===== src/sv/fdr_pkg.sv =====
// Shared constants and types for the Fresnel reflectance pipeline.
// No dependencies; used by fdr_isqrt and fresnel_dielectric_reflectance.
package fdr_pkg;

    localparam int VFB_DEFAULT = 14;

    // Q30 values up to and including one
    localparam int CW  = 31;
    // square root radicand: a Q30 value shifted up by 30
    localparam int SQW = 61;
    // index times sine, Q12 * Q30
    localparam int NW  = 47;
    // index times cosine truncated to Q28
    localparam int XW  = 32;
    // remainder of the ratio divider
    localparam int RW  = 64;

    localparam logic [CW-1:0] Q30_ONE = 31'h4000_0000;
    localparam logic [15:0]   IDX_ONE = 16'd4096;
    localparam logic [15:0]   OUT_ONE = 16'd32768;

    typedef struct packed {
        logic          tir;
        logic [15:0]   ei;
        logic [15:0]   et;
        logic [CW-1:0] c;
    } side_t;

    localparam int SIDE_W = $bits(side_t);

endpackage


===== src/sv/fdr_isqrt.sv =====
// Pipelined floor square root of (rad_hi << 30), one root bit per stage.
// Depends on fdr_pkg; carries an opaque side band alongside each item.
module fdr_isqrt #(
    parameter int SIDE_W = fdr_pkg::SIDE_W
) (
    input  logic                     clk,
    input  logic                     rst_n,
    input  logic                     adv,
    input  logic                     in_valid,
    input  logic [fdr_pkg::CW-1:0]   rad_hi,
    input  logic [SIDE_W-1:0]        side_in,
    output logic                     out_valid,
    output logic [fdr_pkg::CW-1:0]   root,
    output logic [SIDE_W-1:0]        side_out
);
    import fdr_pkg::*;

    localparam int NSTG = CW;

    logic [NSTG-1:0] vld_reg;
    logic [SQW-1:0]  rem_reg  [NSTG];
    logic [CW-1:0]   root_reg [NSTG];
    logic [SIDE_W-1:0] side_reg [NSTG];

    genvar j;
    for (j = 0; j < NSTG; j++) begin : g_stg
        localparam int K = NSTG - 1 - j;
        localparam logic [SQW:0]  SQ_BIT = {{SQW{1'b0}}, 1'b1} << (2 * K);
        localparam logic [CW-1:0] R_BIT  = {{(CW-1){1'b0}}, 1'b1} << K;

        logic [SQW-1:0]    rem_in;
        logic [CW-1:0]     root_in;
        logic              v_in;
        logic [SIDE_W-1:0] s_in;
        logic [SQW:0]      cand;
        logic [SQW-1:0]    rem_next;
        logic [CW-1:0]     root_next;

        if (j == 0) begin : g_first
            assign rem_in  = {rad_hi, {(SQW-CW){1'b0}}};
            assign root_in = '0;
            assign v_in    = in_valid;
            assign s_in    = side_in;
        end else begin : g_rest
            assign rem_in  = rem_reg[j-1];
            assign root_in = root_reg[j-1];
            assign v_in    = vld_reg[j-1];
            assign s_in    = side_reg[j-1];
        end

        // (r + 2^K)^2 - r^2 = (r << (K+1)) + 2^(2K)
        assign cand = ({{(SQW+1-CW){1'b0}}, root_in} << (K + 1)) + SQ_BIT;

        always_comb
        begin
            if ({1'b0, rem_in} >= cand)
            begin
                rem_next  = rem_in - cand[SQW-1:0];
                root_next = root_in | R_BIT;
            end
            else
            begin
                rem_next  = rem_in;
                root_next = root_in;
            end
        end

        always_ff @(posedge clk or negedge rst_n)
        begin
            if (!rst_n)
                vld_reg[j] <= 1'b0;
            else if (adv)
                vld_reg[j] <= v_in;
        end

        always_ff @(posedge clk)
        begin
            if (adv)
            begin
                rem_reg[j]  <= rem_next;
                root_reg[j] <= root_next;
                side_reg[j] <= s_in;
            end
        end
    end

    assign out_valid = vld_reg[NSTG-1];
    assign root      = root_reg[NSTG-1];
    assign side_out  = side_reg[NSTG-1];

endmodule

===== config.mk =====
export PLATFORM = sky130hd
export DESIGN_NAME = fdr_isqrt
export DESIGN_NICKNAME = d
export VERILOG_FILES = /design/src/sv/fdr_pkg.sv /design/src/sv/fdr_isqrt.sv
export SDC_FILE = /design/constraint.sdc
export NUM_CORES = 2
export LEC_CHECK = 0
export BUFFER_PORTS_ARGS = -buffer_cell sky130_fd_sc_hd__buf_2
export CELL_PAD_IN_SITES_DETAIL_PLACEMENT = 1
export CELL_PAD_IN_SITES_GLOBAL_PLACEMENT = 2
export CORE_MARGIN = 2
export CORE_UTILIZATION = 51
export DETAILED_ROUTE_END_ITERATION = 10
export PLACE_DENSITY_LB_ADDON = 0.1
export SLEW_MARGIN = 20
export SYNTH_ARGS = -nofsm -noshare
export SYNTH_HDL_FRONTEND = slang
export SYNTH_MEMORY_MAX_BITS = 65536
export SYNTH_SLANG_ARGS = --single-unit

===== constraint.sdc =====
create_clock -name clk -period 6.6 [get_ports clk]
set_clock_uncertainty 0.1 [all_clocks]
set_input_delay 0.99 -clock clk [delete_from_list [all_inputs] [get_ports clk]]
set_output_delay 0.99 -clock clk [all_outputs]
set_load 0.03 [all_outputs]

==> flow_summary.yaml <==
outcome:
  outcome: "completed"
route:
  via_count: 77300
  vias_per_cell: 5.44
  ant_nets: 0
  drt-total-wl_um: 283000
  drtIter0Drc: 4750
  drc: 0
  wl_per_cell_um: 19.9
  first_pass_iters: 5
power:
  p_per_area_nw_per_um2: 359
  p_leak_nw: 60.4
  total_power_mw: 59.4
  ir_worst_vdd_v: 0.000323
logic_synthesis:
  synth_cells: 9632
  synth_seq_cells: 3637
  synthesis.area_um2: 147000
  synth.avg_cell_area_um2: 15.3
  yosysWarnings: 0
  synth_edf_count: 3606
  postSynth.asyncResetShare_pct: 0.852
  synth_nets: 10200
  yosysSeqAreaShare_pct: 74.1
  synth_flop_cell: "edfxtp_1"
  ys_types: 88
die:
  rows: 197
  pin_count: 195
  chipWidth_um: 541
  core_um2: 288000
  die_h_um: 541
  initial_core_util_pct: 51.2
  die_area_um2: 293000
place:
  gp_congestion: 0.859
  placed_cells: 13500
  port_buffers: 194
  hpwl_um: 196000
final_layout:
  final_nets: 10700
  final_cell_mix: "edfxtp_1, inv_1, nand2_1, a21oi_1, nor2_1"
  seqCellArea_um2: 109000
  area_growth_pct: 12.4
  layout.cells.non_filler: 14200
  multiInputGateArea_um2: 35300
  final_common_cell: "edfxtp_1"
  final_layout_size_suffix_gt1_share_pct: 9.38
  largest_register_ffs: 1984
  final.fill_count: 26700
critical_path:
  timing.rr.start: "rem_reg[1][559]"
  r2r_slack_ns: 1.48
  crit_slowest_cell: "a221oi_1"
  crit_family: "compound AO/OA/AOI/OAI gates"
  endpoint_kind: "flip-flop"
  cp_max_fo: 7
  critical_path_class: "flip-flop to flip-flop"
  crit_chain: "ha_1 -> fa_1 -> a211oi_1 -> o211ai_1 -> a221oi_1 -> o2111ai_1 -> o311ai_0 -> nand4b_1 -> or2_2 -> nor4_1 -> xor2_1"
  slowest_delay_ns: 0.71
  r2r_end: "rem_reg[1][670]"
  cp.required_ns: 7.08
  crit_buf_inv: 0
  ff2ff_path_depth: 11
  critical_path_arrival_ns: 5.60
  cp-start-kind: "flip-flop"
clocking:
  htreeDepth: 5
  tritoncts: "yes"
  cts.path.max_buffers: 4
  cts.sink_count: 3637
  cts-root-buf: "clkbuf_16"
  postCtsSetupBuffers: 0
  clk_latency_ns: 0.94
  clk_transition_reported_paths_ns: 0.06
  cts_inserted_buffers: 372
global_route:
  grt_pass1_vias: 81500
  grt_pass1_wl_um: 451000
  grt_max_degree: 191
  grt.total_usage_pct: 19.3
  grt_overflow: 0
  antenna_found_initial: 6
sta:
  final.setup.tns_ns: 0
  fin_hold_ws_ns: 0.136
  worst_pin_slew_ns: 1.23
  rsz0062_at_grt: "false"
  setup_viol: 0
  worst_slew_margin_rel_pct: 18.3
  drv_slew: 0
  post-route-min-period_ns: 5.12
  fin_crit_sh_pct: 77.6
  finalHoldViolations: 0
  max_freq_ghz: 0.195
hold_path:
  hold_depth: 1
  whs_endpoint: "side_reg[0][10]"
  hold_path.class: "primary input to flip-flop"
  worstHoldStart: "side_in[10]"
job:
  maxCapViolCount: 0
power by group:
group / total [mW] / leakage (nW) / internal, mW / switching [mW]
Combinational: 8.75 / 19.3 / 3.50 / 5.25
Sequential: 30.0 / 35.1 / 28.4 / 1.55
Clock: 20.7 / 5.92 / 12.1 / 8.61
Total: 59.4 / 60.4 / 44.0 / 15.4
logic make-up after synthesis:
family,count (synthesis),synth area share [%]
flip-flops,3637,74.1
AND/OR/NAND/NOR,2195,7.40
AO/OA/AOI/OAI,1662,6.95
buffers and inverters,787,2.01
XOR/XNOR,730,4.34
adder cells (fa/ha/maj),509,4.40
multiplexers,111,0.839
other,1,0.00255
worst max path at each step:
stage	startpoint	to	slack, ns	cells after the start
5_1_grt	rem_reg[1][559]	rem_reg[1][668]	1.13	11
3_5_place_dp	rem_reg[1][559]	rem_reg[1][670]	1.50	11
3_3_place_gp	rem_reg[1][559]	rem_reg[1][670]	1.40	11
2_1_floorplan	rem_reg[1][559]	rem_reg[1][670]	2.72	11
6_report	rem_reg[1][559]	rem_reg[1][670]	1.48	11
4_1_cts	rem_reg[1][559]	rem_reg[1][670]	1.43	11
timing repair:
item / in CTS / in global routing
endpoints found under the hold margin: 31 / 0
endpoints found under the setup margin: 0 / 0
gates resized for setup: 0 / 0
hold buffers: 1 / 0
through the flow:
stage | area, um^2 | setup WS (ns) | utilization (%)
CTS | 166000 | 1.43 | 57.6
detailed placement | 153000 | 1.50 | 53.3
floorplan | 147000 | 2.72 | -
global route | 166000 | 1.13 | 57.6
finish | 166000 | 1.48 | 57.6
global placement | 153000 | 1.40 | 53.3
metal layers:
metal | part of all wire, % | track usage, %
met1 | 46 | 26.5
met2 | 48 | 32.4
met3 | 3.6 | 2.20
met4 | 2.7 | 5.54
met5 | 0 | 0
synth_stat cells (53+ instances only):
library cell	instances	area share, %
a211oi_1	58	0.30
a21o_1	187	0.95
a21oi_1	516	1.8
clkbuf_1	131	0.33
edfxtp_1	3606	74
ha_1	494	4.2
inv_1	634	1.6
mux2_2	99	0.76
nand2_1	580	1.5
nand2b_1	95	0.40
nand3_1	137	0.47
nand4_1	79	0.34
nor2_1	509	1.3
nor2b_1	70	0.30
nor3_1	205	0.70
nor4_1	157	0.67
o21a_1	83	0.42
o21ai_0	452	1.5
o21bai_1	53	0.27
o31ai_1	65	0.33
or3_1	105	0.45
or4_1	54	0.28
xnor2_1	360	2.1
xor2_1	370	2.2
final cells by class:
type | instances | share of cell area [%]
Sequential cell | 3637 | 65.9
Multi-Input combinational cell | 5208 | 21.3
Clock buffer | 457 | 5.87
Tap cell | 3781 | 2.86
Clock inverter | 227 | 1.51
Inverter | 637 | 1.44
Timing Repair Buffer | 273 | 1.11
Antenna cell | 1 | 0.00151
No activity file was read; power rests on OpenSTA's default activity.
